<file path="src/rtl/core/abpg_pkg.sv">
// Shared types and constants for the alert beep pattern generator.
package abpg_pkg;

    // Alert modes; MODE_NONE is the reset code so the first sample counts as a change
    typedef enum logic [2:0] {
        MODE_SILENT   = 3'd0,
        MODE_ALARM    = 3'd1,
        MODE_APPROACH = 3'd2,
        MODE_NORMAL   = 3'd3,
        MODE_NONE     = 3'd4
    } t_mode;

    // Configuration register indexes
    typedef enum logic [1:0] {
        CFG_FORCE_ENABLE = 2'd0,
        CFG_FAST_SPEED   = 2'd1,
        CFG_MID_SPEED    = 2'd2,
        CFG_APPROACH_WIN = 2'd3
    } t_cfg_index;

    localparam logic [15:0] FAST_SPEED_RESET = 16'd2816;  // 11.0 m/s in Q8.8
    localparam logic [15:0] MID_SPEED_RESET  = 16'd2304;  // 9.0 m/s in Q8.8
    localparam logic [15:0] APPROACH_RESET   = 16'd2000;

    localparam logic [31:0] BACKDATE_MS = 32'd10000;

    localparam logic [10:0] FREQ_ALARM = 11'd1760;
    localparam logic [10:0] FREQ_FAST  = 11'd1320;
    localparam logic [10:0] FREQ_MID   = 11'd880;
    localparam logic [10:0] FREQ_SLOW  = 11'd440;

    localparam logic [9:0] ALARM_ON_MS     = 10'd120;
    localparam logic [9:0] ALARM_OFF_MS    = 10'd120;
    localparam logic [9:0] APPROACH_ON_MS  = 10'd150;
    localparam logic [9:0] APPROACH_OFF_MS = 10'd150;
    localparam logic [9:0] NORMAL_ON_MS    = 10'd300;
    localparam logic [9:0] NORMAL_OFF_MS   = 10'd600;

    // Configuration registers
    typedef struct packed {
        logic        force_enable;
        logic [15:0] fast_speed_threshold;
        logic [15:0] mid_speed_threshold;
        logic [15:0] approach_window_ms;
    } t_cfg;

    // Per-sample state carried between items
    typedef struct packed {
        t_mode       prev_mode;
        logic        sounding;
        logic [31:0] last_toggle_ms;
        logic [10:0] held_freq;
    } t_state;

    // One sample
    typedef struct packed {
        logic [31:0] now_ms;
        logic [15:0] air_speed;
        logic        took_off;
        logic        in_permitted_area;
        logic [31:0] time_to_boundary_ms;
    } t_sample;

    // One result
    typedef struct packed {
        logic        tone_on;
        logic [10:0] tone_freq_hz;
        logic [1:0]  alert_mode;
    } t_result;

endpackage

</file>
<file path="src/rtl/core/alert_beep_pattern_generator_unit.sv">
// Top level of the alert beep pattern generator: handshakes, registers, config.
//
// Takes one sample per clock and returns one result per sample. A sample is
// captured in an input register on its transfer; the next cycle the mode
// choice and tone timing are computed from it and the stored tone state, and
// the result lands in an output register once the output side is free.
// Throughput is one sample per cycle, limited only by the output side
// taking results; the input register refills while a result waits.
// Configuration writes are registered and always accepted.
module alert_beep_pattern_generator_unit (
    input  logic        i_clk,
    input  logic        i_rst_n,
    // sample channel
    input  logic        i_valid,
    output logic        o_ready,
    input  logic [31:0] i_now_ms,
    input  logic [15:0] i_air_speed,
    input  logic        i_took_off,
    input  logic        i_in_permitted_area,
    input  logic [31:0] i_time_to_boundary_ms,
    // result channel
    output logic        o_valid,
    input  logic        i_ready,
    output logic        o_tone_on,
    output logic [10:0] o_tone_freq_hz,
    output logic [1:0]  o_alert_mode,
    // configuration channel
    input  logic        i_cfg_valid,
    output logic        o_cfg_ready,
    input  logic [1:0]  i_cfg_index,
    input  logic [15:0] i_cfg_data
);

    abpg_pkg::t_cfg    r_cfg;
    abpg_pkg::t_state  r_state;
    abpg_pkg::t_state  n_state;
    abpg_pkg::t_sample r_in;
    logic              r_in_valid;
    abpg_pkg::t_result r_out;
    abpg_pkg::t_result n_out;
    logic              r_out_valid;
    logic              out_free;
    logic              advance;

    // Handshake control
    assign out_free    = !r_out_valid || i_ready;
    assign advance     = r_in_valid && out_free;
    assign o_ready     = !r_in_valid || advance;
    assign o_cfg_ready = 1'b1;

    // Configuration registers
    always_ff @(posedge i_clk) begin
        if (!i_rst_n) begin
            r_cfg.force_enable         <= 1'b0;
            r_cfg.fast_speed_threshold <= abpg_pkg::FAST_SPEED_RESET;
            r_cfg.mid_speed_threshold  <= abpg_pkg::MID_SPEED_RESET;
            r_cfg.approach_window_ms   <= abpg_pkg::APPROACH_RESET;
        end else if (i_cfg_valid) begin
            unique case (abpg_pkg::t_cfg_index'(i_cfg_index))
                abpg_pkg::CFG_FORCE_ENABLE: r_cfg.force_enable         <= i_cfg_data[0];
                abpg_pkg::CFG_FAST_SPEED:   r_cfg.fast_speed_threshold <= i_cfg_data;
                abpg_pkg::CFG_MID_SPEED:    r_cfg.mid_speed_threshold  <= i_cfg_data;
                abpg_pkg::CFG_APPROACH_WIN: r_cfg.approach_window_ms   <= i_cfg_data;
                default: ;
            endcase
        end
    end

    // Input register valid
    always_ff @(posedge i_clk) begin
        if (!i_rst_n) begin
            r_in_valid <= 1'b0;
        end else if (o_ready) begin
            r_in_valid <= i_valid;
        end
    end

    // Input register payload
    always_ff @(posedge i_clk) begin
        if (i_valid && o_ready) begin
            r_in.now_ms              <= i_now_ms;
            r_in.air_speed           <= i_air_speed;
            r_in.took_off            <= i_took_off;
            r_in.in_permitted_area   <= i_in_permitted_area;
            r_in.time_to_boundary_ms <= i_time_to_boundary_ms;
        end
    end

    // Per-sample update logic
    abpg_step u_step (
        .i_cfg    (r_cfg),
        .i_state  (r_state),
        .i_sample (r_in),
        .o_state  (n_state),
        .o_result (n_out)
    );

    // Tone state
    always_ff @(posedge i_clk) begin
        if (!i_rst_n) begin
            r_state.prev_mode      <= abpg_pkg::MODE_NONE;
            r_state.sounding       <= 1'b0;
            r_state.last_toggle_ms <= 32'd0;
            r_state.held_freq      <= 11'd0;
        end else if (advance) begin
            r_state <= n_state;
        end
    end

    // Output register valid
    always_ff @(posedge i_clk) begin
        if (!i_rst_n) begin
            r_out_valid <= 1'b0;
        end else if (out_free) begin
            r_out_valid <= r_in_valid;
        end
    end

    // Output register payload
    always_ff @(posedge i_clk) begin
        if (advance) begin
            r_out <= n_out;
        end
    end

    assign o_valid        = r_out_valid;
    assign o_tone_on      = r_out.tone_on;
    assign o_tone_freq_hz = r_out.tone_freq_hz;
    assign o_alert_mode   = r_out.alert_mode;

    // Silent mode never leaves the tone on
    a_silent_quiet: assert property (@(posedge i_clk) disable iff (!i_rst_n)
        (r_state.prev_mode == abpg_pkg::MODE_SILENT) |-> !r_state.sounding)
        else $error("tone on in silent mode");

    // A muted result carries no frequency
    a_mute_freq: assert property (@(posedge i_clk) disable iff (!i_rst_n)
        (o_valid && !o_tone_on) |-> (o_tone_freq_hz == 11'd0))
        else $error("frequency set while tone off");

    // Alarm tone is always the alarm frequency
    a_alarm_freq: assert property (@(posedge i_clk) disable iff (!i_rst_n)
        (o_valid && o_tone_on && (o_alert_mode == 2'(abpg_pkg::MODE_ALARM)))
        |-> (o_tone_freq_hz == abpg_pkg::FREQ_ALARM))
        else $error("alarm tone at wrong frequency");

    // A sample leaving the input stage always produces a result next cycle
    a_result_follows: assert property (@(posedge i_clk) disable iff (!i_rst_n)
        advance |=> r_out_valid)
        else $error("result lost after input stage");

endmodule

</file>
<file path="src/rtl/core/abpg_step.sv">
// Combinational per-sample update: mode choice, tone toggle timing and result.
module abpg_step (
    input  abpg_pkg::t_cfg    i_cfg,
    input  abpg_pkg::t_state  i_state,
    input  abpg_pkg::t_sample i_sample,
    output abpg_pkg::t_state  o_state,
    output abpg_pkg::t_result o_result
);

    abpg_pkg::t_mode mode;
    logic            approaching;
    logic [10:0]     band_freq;
    logic [10:0]     freq;
    logic [9:0]      on_ms;
    logic [9:0]      off_ms;
    logic            eff_sounding;
    logic [31:0]     eff_last;
    logic [31:0]     elapsed;
    logic            do_on;
    logic            do_off;

    // Boundary is ahead and inside the window (positive and below it)
    assign approaching = !i_sample.time_to_boundary_ms[31]
                      && (i_sample.time_to_boundary_ms != 32'd0)
                      && (i_sample.time_to_boundary_ms
                          < {16'd0, i_cfg.approach_window_ms});

    // Mode choice
    always_comb begin
        if (i_sample.took_off || i_cfg.force_enable) begin
            if (!i_sample.in_permitted_area) begin
                mode = abpg_pkg::MODE_ALARM;
            end else if (approaching) begin
                mode = abpg_pkg::MODE_APPROACH;
            end else begin
                mode = abpg_pkg::MODE_NORMAL;
            end
        end else begin
            mode = abpg_pkg::MODE_SILENT;
        end
    end

    // Airspeed band; fast test first even if thresholds cross
    always_comb begin
        if (i_sample.air_speed >= i_cfg.fast_speed_threshold) begin
            band_freq = abpg_pkg::FREQ_FAST;
        end else if (i_sample.air_speed >= i_cfg.mid_speed_threshold) begin
            band_freq = abpg_pkg::FREQ_MID;
        end else begin
            band_freq = abpg_pkg::FREQ_SLOW;
        end
    end

    // Per-mode tone and durations
    always_comb begin
        case (mode)
            abpg_pkg::MODE_ALARM: begin
                freq   = abpg_pkg::FREQ_ALARM;
                on_ms  = abpg_pkg::ALARM_ON_MS;
                off_ms = abpg_pkg::ALARM_OFF_MS;
            end
            abpg_pkg::MODE_APPROACH: begin
                freq   = band_freq;
                on_ms  = abpg_pkg::APPROACH_ON_MS;
                off_ms = abpg_pkg::APPROACH_OFF_MS;
            end
            default: begin
                freq   = band_freq;
                on_ms  = abpg_pkg::NORMAL_ON_MS;
                off_ms = abpg_pkg::NORMAL_OFF_MS;
            end
        endcase
    end

    // Mode change stops the tone and backdates the timer
    always_comb begin
        if (mode != i_state.prev_mode) begin
            eff_sounding = 1'b0;
            eff_last     = i_sample.now_ms - abpg_pkg::BACKDATE_MS;
        end else begin
            eff_sounding = i_state.sounding;
            eff_last     = i_state.last_toggle_ms;
        end
    end

    // Wrapping elapsed time, strict compare
    assign elapsed = i_sample.now_ms - eff_last;
    assign do_on   = (mode != abpg_pkg::MODE_SILENT) && !eff_sounding
                  && (elapsed > {22'd0, off_ms});
    assign do_off  = (mode != abpg_pkg::MODE_SILENT) && eff_sounding
                  && (elapsed > {22'd0, on_ms});

    // Next state
    always_comb begin
        o_state.prev_mode      = mode;
        o_state.held_freq      = do_on ? freq : i_state.held_freq;
        o_state.last_toggle_ms = (do_on || do_off) ? i_sample.now_ms : eff_last;
        if (mode == abpg_pkg::MODE_SILENT) begin
            o_state.sounding = 1'b0;
        end else if (do_on) begin
            o_state.sounding = 1'b1;
        end else if (do_off) begin
            o_state.sounding = 1'b0;
        end else begin
            o_state.sounding = eff_sounding;
        end
    end

    // Result
    always_comb begin
        o_result.tone_on      = o_state.sounding;
        o_result.tone_freq_hz = o_state.sounding ? o_state.held_freq : 11'd0;
        o_result.alert_mode   = mode[1:0];
    end

endmodule
</file>
<file path="config.mk">
export PLATFORM = sky130hd
export DESIGN_NAME = alert_beep_pattern_generator_unit
export DESIGN_NICKNAME = d
export VERILOG_FILES = /design/src/rtl/core/abpg_pkg.sv /design/src/rtl/core/alert_beep_pattern_generator_unit.sv /design/src/rtl/core/abpg_step.sv
export SDC_FILE = /design/constraint.sdc
export NUM_CORES = 1
export LEC_CHECK = 0
export BUFFER_PORTS_ARGS = -buffer_cell sky130_fd_sc_hd__clkbuf_2
export CAP_MARGIN = 20
export CORE_MARGIN = 2
export CORE_UTILIZATION = 60
export DETAILED_ROUTE_END_ITERATION = 6
export PLACE_DENSITY = 0.81
export SLEW_MARGIN = 40
export SYNTH_ARGS = -nofsm -noshare
export SYNTH_HDL_FRONTEND = slang
export SYNTH_SLANG_ARGS = --single-unit
</file>
<file path="constraint.sdc">
create_clock -name i_clk -period 7.9 [get_ports i_clk]
set_input_delay 1.58 -clock i_clk [delete_from_list [all_inputs] [get_ports i_clk]]
set_output_delay 1.58 -clock i_clk [all_outputs]
set_load 0.03 [all_outputs]
</file>
### Word level (Yosys, flattened, before mapping)

Cells that the tools add are included.

* add/sub/neg operators: 2
* order comparisons: 5
* equal/unequal tests: 6
* multiplexer cells: 15
* reduce and logical (&&, ||, !) cells: 24

Operators with widths (number)
* $mux W32: 2
* $mux W11: 3
* $ge A16 B16 Y1: 2
* $gt A32 B10 Y1: 1
* $gt A32 B9 Y1: 1
* $lt A32 B16 Y1: 1
* $reduce_bool A32 Y1: 1
* $sub A32 B14 Y32 const B: 1
* $sub A32 B32 Y32: 1
* $pmux W10 S2: 1
* $pmux W9 S2: 1
* $mux W10: 1
* $logic_and A1 B1 Y1: 8
* $reduce_and A2 Y1: 4
* $mux W3: 2
* $mux W1: 5
* $eq A2 B2 Y1 const B: 2
* $logic_not A1 Y1: 4
* $logic_or A1 B1 Y1: 4
* $eq A3 B1 Y1 const B: 1
* $eq A3 B2 Y1 const B: 1
* $logic_not A3 Y1: 1
* $ne A3 B3 Y1: 1
* $reduce_bool A3 Y1: 1
* other kinds (2): 2

* flip-flop bits (word level): 194
* input port bits: 105
* output and inout bits: 17
* word-level logic and storage cells: 70

### Depth between registers and ports, before layout

Gate-level depths: netlist of run 1.

* word-level depth: 14
* mapped depth: 34

### Cells and area by module

From an unflattened synthesis of run 1, not the netlist that was laid out.

* cell total of the unflattened synthesis: 1328
* area total of the unflattened synthesis: 12330.6 µm²

By module, submodules not included
* alert_beep_pattern_generator_unit: times used 1, cells each 501, area an instance 6566.3 µm², seq. area each 4844.6 µm²
* abpg_step: times used 1, cells each 827, area an instance 5764.3 µm², seq. area each 0.0 µm²

### Worst setup path after synthesis of run 1

No wires, ideal clock.

* path type: register to register
* start point: reg r_in[3] in the netlist's numbering
* end point: reg r_state[42] in the netlist's numbering
* library setup time: 0.116 ns
* arrival time: 7.127 ns
* path slack: 0.657 ns
* stages on the path, launching flop included: 28
* cell sequence: edfxtp_1 > ha_1 > o21a_1 > nor2_1 > or4_1 > and3_4 > o31a_1 > nor2_2 > buf_1 > buf_1 > mux2i_1 > fa_1 > a21o_1 > a21oi_1 > o21ai_0 > a21oi_1 > o21ai_0 > a21boi_2 > a311oi_2 > o311a_4 > o21a_1 > o211a_1 > xnor2_1 > or4b_2 > o31a_1 > buf_6 > or4_1 > and4_1

* word-level cells in the longest chain between the ends: 13
* elaborated cells on any way between the ends: 25
* classes of those cells: add/sub (1); order compare (3); eq/ne (3); mux (8); reduce/logical (10)

Ends and longest elaborated chain
* from (decl): RTL line alert_beep_pattern_generator_unit.sv:37 `abpg_pkg::t_sample r_in;`
* branches (longest 2 deep; another with $lt A32 B16 Y1)
* $logic_and A1 B1 Y1 (*): RTL line abpg_step.sv:25 `&& (i_sample.time_to_boundary_ms`
* $mux W1 (*): RTL line abpg_step.sv:33 `end else if (approaching) begin`
* $mux W3 (*): RTL line abpg_step.sv:31 `if (!i_sample.in_permitted_area) begin`
* $mux W3 (*): RTL line abpg_step.sv:30 `if (i_sample.took_off || i_cfg.force_enable) begin`
* $ne A3 B3 Y1: RTL line abpg_step.sv:77 `if (mode != i_state.prev_mode) begin`
* $mux W32 or $mux W1 (tied branches): RTL line abpg_step.sv:77
* $sub A32 B32 Y32 or $logic_not A1 Y1 (tied branches): RTL line abpg_step.sv:87, abpg_step.sv:88
* $gt A32 B10 Y1, or another cell as far along: RTL line abpg_step.sv:89 `&& (elapsed > {22'd0, off_ms});`
* $logic_and A1 B1 Y1 (on tied branches): RTL line abpg_step.sv:89, abpg_step.sv:91
* $logic_or A1 B1 Y1: RTL line abpg_step.sv:97 `o_state.last_toggle_ms = (do_on || do_off) ? i_sample.now_ms : eff_last;`
* $mux W32 (*): RTL line abpg_step.sv:97
* to (signal assigned): RTL line alert_beep_pattern_generator_unit.sv:106 `r_state <= n_state;`
* to (decl): RTL line alert_beep_pattern_generator_unit.sv:35 `abpg_pkg::t_state r_state;`

Every way passes the cells marked *.
A chain may end at the register's enable or synchronous reset.

### Worst setup path in the final report of run 1

Ends and elaborated chain as after synthesis.

==> impl_metrics.tcl, run 1 <==
set metrics [dict create \
    cp_top_family "compound AO/OA/AOI/OAI gates" \
    synth_seq_area_share_pct 42.6 \
    hp-start "r_cfg[38]$_SDFFE_PN0P_" \
    drtIter0Drc 866 \
    dieHeight_um 142 \
    period_needed_ns 7.42 \
    ys.flop_type "dfxtp_1" \
    grt_pass1_wl_mm 44.7 \
    multi_input_area_mm2 0.00597 \
    remaining_drc_errors 0 \
    ir_worst_vdd_mv 0.165 \
    ys_warn_count 0 \
    grt.total_usage_pct 27.9 \
    fin_crit_sh_pct 93.9 \
    dp_cells 1526 \
    crit_path_max_fanout 17 \
    antenna_found_initial 0 \
    setup_tns_ns 0 \
    status "completed" \
    fmax_mhz 135 \
    viasPerCell 6.10 \
    crit_top_cell "o21ai_0" \
    slew_headroom_pct 50.1 \
    numCtsBuffers 17 \
    whs_endpoint "r_cfg[38]$_SDFFE_PN0P_" \
    cp_slowest_stage_delay_ns 0.68 \
    diodes 0 \
    drive_gt1_share_pct 15.2 \
    clkTransAtPathRegs_ns 0.08 \
    stdcell_count 1558 \
    first_global_vias 9035 \
    critPathRequiredTime_ns 8.25 \
    dieArea_mm2 0.0201 \
    synth-edff-count 96 \
    synth.distinct_cells 83 \
    area_growth_pct 12.5 \
    cts_buffer_depth 2 \
    regArea_mm2 0.00484 \
    hold_depth 2 \
    start_kind "flop" \
    post-route-util_pct 68.5 \
    synth_seq_cells 194 \
    worst-path-buf-inv 1 \
    htree_levels 4 \
    hold_path_class "reg2reg" \
    critPathCaptureType "flop" \
    cellLeakagePower_nw 5.37 \
    syn_area_mm2 0.0114 \
    cp_slowest_cell "or4b_2" \
    hold_viol_final 0 \
    rsz0062_at_grt "false" \
    ant_nets 0 \
    core_mm2 0.0186 \
    clock_sinks 194 \
    avgSynthCellArea_um2 9.38 \
    drv_slew 0 \
    root_buffer "clkbuf_16" \
    finClkSkew_ns 0.0141 \
    vias 9499 \
    power_density_mw_per_mm2 204 \
    num-nets-final 1509 \
    p_total_mw 2.61 \
    n_fill_cell 1469 \
    postCtsSetupBuffers 0 \
    arrival_ns 7.77 \
    async_reset_ff_share_pct 0 \
    routedWlPerCell_um 17.6 \
    path_class "reg2reg" \
    reg2reg_setup_slack_ns 0.48 \
    grt_remaining_overflow 0 \
    grt_max_degree 84 \
    worstRegToRegCells 26 \
    io_buffers 120 \
    tightestPinTransition_ns 0.730 \
    wirelength_mm 27.4 \
    die_w_um 142 \
    start_util_pct 60.9 \
    gp_congestion 0.941 \
    clk_latency_ns 0.45 \
    dr.pass1.iters 5 \
    tritoncts "yes" \
    syn_nets 1409 \
    syn_inst 1211 \
    r2r-start "r_in[3]$_DFFE_PP_" \
    place_hpwl_mm 20.0 \
    io_pins 122 \
    maxCapViolations 0 \
    rows 50 \
    r2r-end "r_state[42]$_SDFFE_PN0P_" \
    setup_viol 0 \
]
sequential cells by signal (all words and copies together), names as in the netlist:
signal,flops
o_alert_mode,2
o_tone_freq_hz,11
o_tone_on,1
o_valid,1
r_cfg,49
r_in,82
r_in_valid,1
r_state,47
placed cells by master (no fill, tap or decap), types with 26 or more instances in the layout:
master / n
nor2_1: 55
o21ai_0: 56
edfxtp_1: 96
nand2_1: 141
nand3_1: 26
dfxtp_1: 98
a21o_1: 41
nand4_1: 26
xnor2_1: 33
inv_1: 93
clkbuf_2: 120
ha_1: 92
a21oi_1: 111
cells in the mapped netlist (5+ instances only):
master | instances | area, um2
nand2b_1 | 11 | 68.8
nor3_1 | 14 | 70.1
a311oi_1 | 7 | 61.3
mux2i_1 | 23 | 230
inv_1 | 93 | 349
o21bai_1 | 11 | 82.6
nand4_1 | 26 | 163
nor3b_1 | 9 | 67.6
and3_1 | 6 | 37.5
ha_1 | 92 | 1150
a31o_2 | 6 | 52.6
o31a_1 | 6 | 52.6
o211ai_1 | 21 | 158
nor2b_1 | 9 | 56.3
o21ai_0 | 56 | 280
mux2_1 | 5 | 56.3
mux2_2 | 8 | 90.1
xor2_1 | 11 | 96.3
a22o_1 | 5 | 43.8
clkbuf_1 | 42 | 158
and4_1 | 7 | 61.3
edfxtp_1 | 96 | 2880
and2_1 | 8 | 50.1
nand2_1 | 141 | 529
buf_1 | 5 | 18.8
a21oi_1 | 111 | 556
a31oi_1 | 8 | 50.1
o31ai_1 | 5 | 37.5
xnor2_1 | 33 | 289
o21a_1 | 11 | 82.6
nand3_1 | 26 | 130
nor4_1 | 18 | 113
or3_1 | 7 | 43.8
a21o_1 | 41 | 308
or4_1 | 5 | 37.5
nor2_1 | 55 | 206
dfxtp_1 | 98 | 1960
a21boi_0 | 6 | 45.0
cells by family (layout without fill, tap and decap cells):
family | after synthesis | in the layout | synth area share (%)
adders and majority gates | 93 | 93 | 10.3
xor gates and xnor gates | 45 | 45 | 3.59
other | 1 | 1 | 0.0330
AOI/OAI and AO/OA | 334 | 334 | 19.3
buffers and inverters | 146 | 259 | 5.00
muxes | 36 | 36 | 3.31
and+or+nand+nor | 362 | 362 | 15.8
DFF | 194 | 194 | 42.6
worst min-delay path: stages (launching register included):
cell	delay (ns)
dfxtp_1	0.31
nand2_1	0.05
a21oi_1	0.05
report_power, final:
group          switching, mW  leakage, nW  internal [mW]
sequential            0.0363         1.73           1.11
combinational          0.337         3.35          0.237
clock                  0.429        0.294          0.453
through the flow:
step / instance area (um2) / hold WS, ns / worst slack [ns]
floorplan: 11400 / 0.436 / 0.657
global placement: 12100 / 0.443 / 0.634
detailed placement: 12200 / 0.447 / 0.456
CTS: 12800 / 0.459 / 0.417
global route: 12800 / 0.475 / 0.0205
finish: 12800 / 0.457 / 0.480
area by class of cell:
cell class              count  share of cell area (%)
well taps                 234                    2.29
repair buffers            132                    5.63
clock inverters            14                    1.29
flip-flops and latches    194                    37.9
clock buffers              18                    3.36
inverters                  95                    2.81
multi-input cells         871                    46.7
metal layers:
metal / track usage, % / routed length, um / up-vias
li1: - / - / 4627
met1: 37.1 / 12500 / 4501
met2: 45.6 / 12800 / 314
met3: 5.60 / 1540 / 57
met4: 9.58 / 612 / 0
met5: 0 / 0 / -
timing repair:
action                                 CTS  global route
endpoints found under the hold margin    0             0
setup endpoints to repair                0             7
gates resized for setup                  0             1
hold buffers                             0             0
worst max-delay path by stage:
stage / start / endpoint / cells after the start
after CTS: r_in[3]$_DFFE_PP_ / r_state[16]$_SDFFE_PN0P_ / 27
final: r_in[3]$_DFFE_PP_ / r_state[42]$_SDFFE_PN0P_ / 26
after floorplan: r_in[3]$_DFFE_PP_ / r_state[42]$_SDFFE_PN0P_ / 27
after global routing: r_in[3]$_DFFE_PP_ / o_tone_on$_DFFE_PP_ / 26
after detailed placement: r_in[3]$_DFFE_PP_ / r_state[42]$_SDFFE_PN0P_ / 26
after global placement: r_in[2]$_DFFE_PP_ / r_state[42]$_SDFFE_PN0P_ / 24
(Power assumes the default switching activity.)
==> run 2: changes to the inputs <==
- CORE_ASPECT_RATIO: not set -> 0.8
==> run 2 against run 1 <==
Against the previous run: cell area increased by 0.45%; via count down 0.15%; non-clock buffer count shrank 2; clock skew rose by 0.00099 ns; worst hold slack is essentially flat; highest routed layer unchanged.
==> impl_metrics.tcl, run 2 (synthesized netlist as in run 1, its figures left out) <==
set metrics [dict create \
    root_buffer "clkbuf_16" \
    cellLeakagePower_nw 5.37 \
    viasPerCell 6.02 \
    status "completed" \
    post-route-util_pct 70.0 \
    cts_buffer_depth 2 \
    cp_slowest_cell "or4b_2" \
    hp-start "r_cfg[19]$_SDFFE_PN0P_" \
    max_flop_register "r_in" \
    clkTransAtPathRegs_ns 0.08 \
    maxCapViolations 0 \
    grt_pass1_wl_mm 45.0 \
    r2r-start "r_in[2]$_DFFE_PP_" \
    dieArea_mm2 0.0201 \
    finClkSkew_ns 0.0151 \
    postCtsSetupBuffers 0 \
    clk_latency_ns 0.45 \
    io_buffers 120 \
    fin_crit_sh_pct 94.8 \
    grt_remaining_overflow 0 \
    ant_nets 0 \
    rsz0062_at_grt "false" \
    critPathCaptureType "flop" \
    drtIter0Drc 1030 \
    place_hpwl_mm 19.9 \
    reg2reg_setup_slack_ns 0.41 \
    cp_slowest_stage_delay_ns 0.70 \
    start_util_pct 62.0 \
    power_density_mw_per_mm2 206 \
    drv_slew 0 \
    vias 9485 \
    io_pins 122 \
    die_w_um 158 \
    setup_viol 0 \
    area_growth_pct 13.0 \
    tritoncts "yes" \
    first_global_vias 8803 \
    dr.pass1.iters 6 \
    whs_endpoint "r_cfg[19]$_SDFFE_PN0P_" \
    wirelength_mm 27.4 \
    setup_tns_ns 0 \
    hold_viol_final 0 \
    largest_reg_flops 82 \
    fmax_mhz 134 \
    cp_top_family "compound AO/OA/AOI/OAI gates" \
    grt.total_usage_pct 28.2 \
    htree_levels 4 \
    arrival_ns 7.86 \
    slew_headroom_pct 47.9 \
    remaining_drc_errors 0 \
    hold_path_class "reg2reg" \
    rows 44 \
    grt_max_degree 84 \
    gp_congestion 0.993 \
    worst-path-buf-inv 2 \
    tightestPinTransition_ns 0.773 \
    worstRegToRegCells 27 \
    final_common_cell "nand2_1" \
    critPathRequiredTime_ns 8.27 \
    start_kind "flop" \
    numCtsBuffers 17 \
    routedWlPerCell_um 17.4 \
    period_needed_ns 7.49 \
    clock_sinks 194 \
    hold_depth 2 \
    startpoint "r_in[2]$_DFFE_PP_" \
    dieHeight_um 127 \
    ir_worst_vdd_mv 0.156 \
    antenna_found_initial 0 \
    crit_path_max_fanout 16 \
    postCtsHoldBufs 0 \
    mostFrequentLayoutCells "140 x nand2_1, 119 x clkbuf_2, 110 x a21oi_1" \
    core_mm2 0.0183 \
    crit_top_cell "o21ai_0" \
    num-nets-final 1507 \
    reg.largest.list "r_in (82), r_cfg (49), r_state (47)" \
    drive_gt1_share_pct 15.3 \
    path_class "reg2reg" \
    r2r-end "r_state[41]$_SDFFE_PN0P_" \
]
run 2: cell types whose count changed in the layout (fill, tap and decap cells not counted), sizes merged:
cell,before,now
clkbuf,138,137
diode,0,1
inv,103,101
buf,12,10
clkinv,5,7
clkinvlp,0,1
run 2: routing by layer:
metal  part of all wire, %  GRT usage [%]  routed length, um
met2                    41           39.7              11100
met4                   1.2           6.90                316
met3                   8.2           6.14               2250
met5                     0              0                  0
met1                    50           43.7              13700
run 2: layout make-up:
class | count | area (um2)
Clock inverter | 15 | 209
Antenna cell | 1 | 2.50
Multi-Input combinational cell | 871 | 5990
Fill cell | 1381 | 5500
Inverter | 95 | 359
Clock buffer | 17 | 425
Sequential cell | 194 | 4840
Tap cell | 253 | 317
Timing Repair Buffer | 130 | 682
run 2: repair_timing:
item | CTS | global route
setup endpoints to repair | 0 | 47
hold endpoints to repair | 0 | 0
resized for setup | 0 | 8
run 2: how the worst max path moves through the flow:
stage,to,slack (ns),cells past startpoint
final,r_state[41]$_SDFFE_PN0P_,0.41,27
after global routing,r_state[41]$_SDFFE_PN0P_,0.04,27
after CTS,r_state[41]$_SDFFE_PN0P_,0.12,27
after detailed placement,r_state[41]$_SDFFE_PN0P_,0.16,27
after global placement,r_state[42]$_SDFFE_PN0P_,0.49,26
after floorplan,r_state[42]$_SDFFE_PN0P_,0.66,27
run 2: metrics by stage:
stage	hold WS, ns	total power, mW	worst slack, ns	cell area [um2]	cells
5_1_grt	0.476	2.76	0.0442	12800	1575
3_5_place_dp	0.447	1.73	0.162	12200	1543
4_1_cts	0.457	2.63	0.118	12800	1575
3_3_place_gp	0.443	1.72	0.486	12200	1543
2_1_floorplan	0.436	1.58	0.657	11400	1211
6_report	0.457	2.64	0.413	12800	1576
run 2: worst reg2reg max path: cells and delay by family, from the launching register on:
kind / cells / cell delay [ns]
AO/OA/AOI/OAI: 15 / 3.63
XOR/XNOR: 1 / 0.11
adder cells (fa/ha/maj): 3 / 0.89
buffers and inverters: 2 / 0.32
flip-flops: 1 / 0.40
multiplexers: 1 / 0.34
AND/OR/NAND/NOR: 5 / 1.72
run 2: where the power goes:
group          switching, mW  internal, mW
Clock                  0.446         0.463
Combinational          0.347         0.237
Sequential            0.0368          1.11
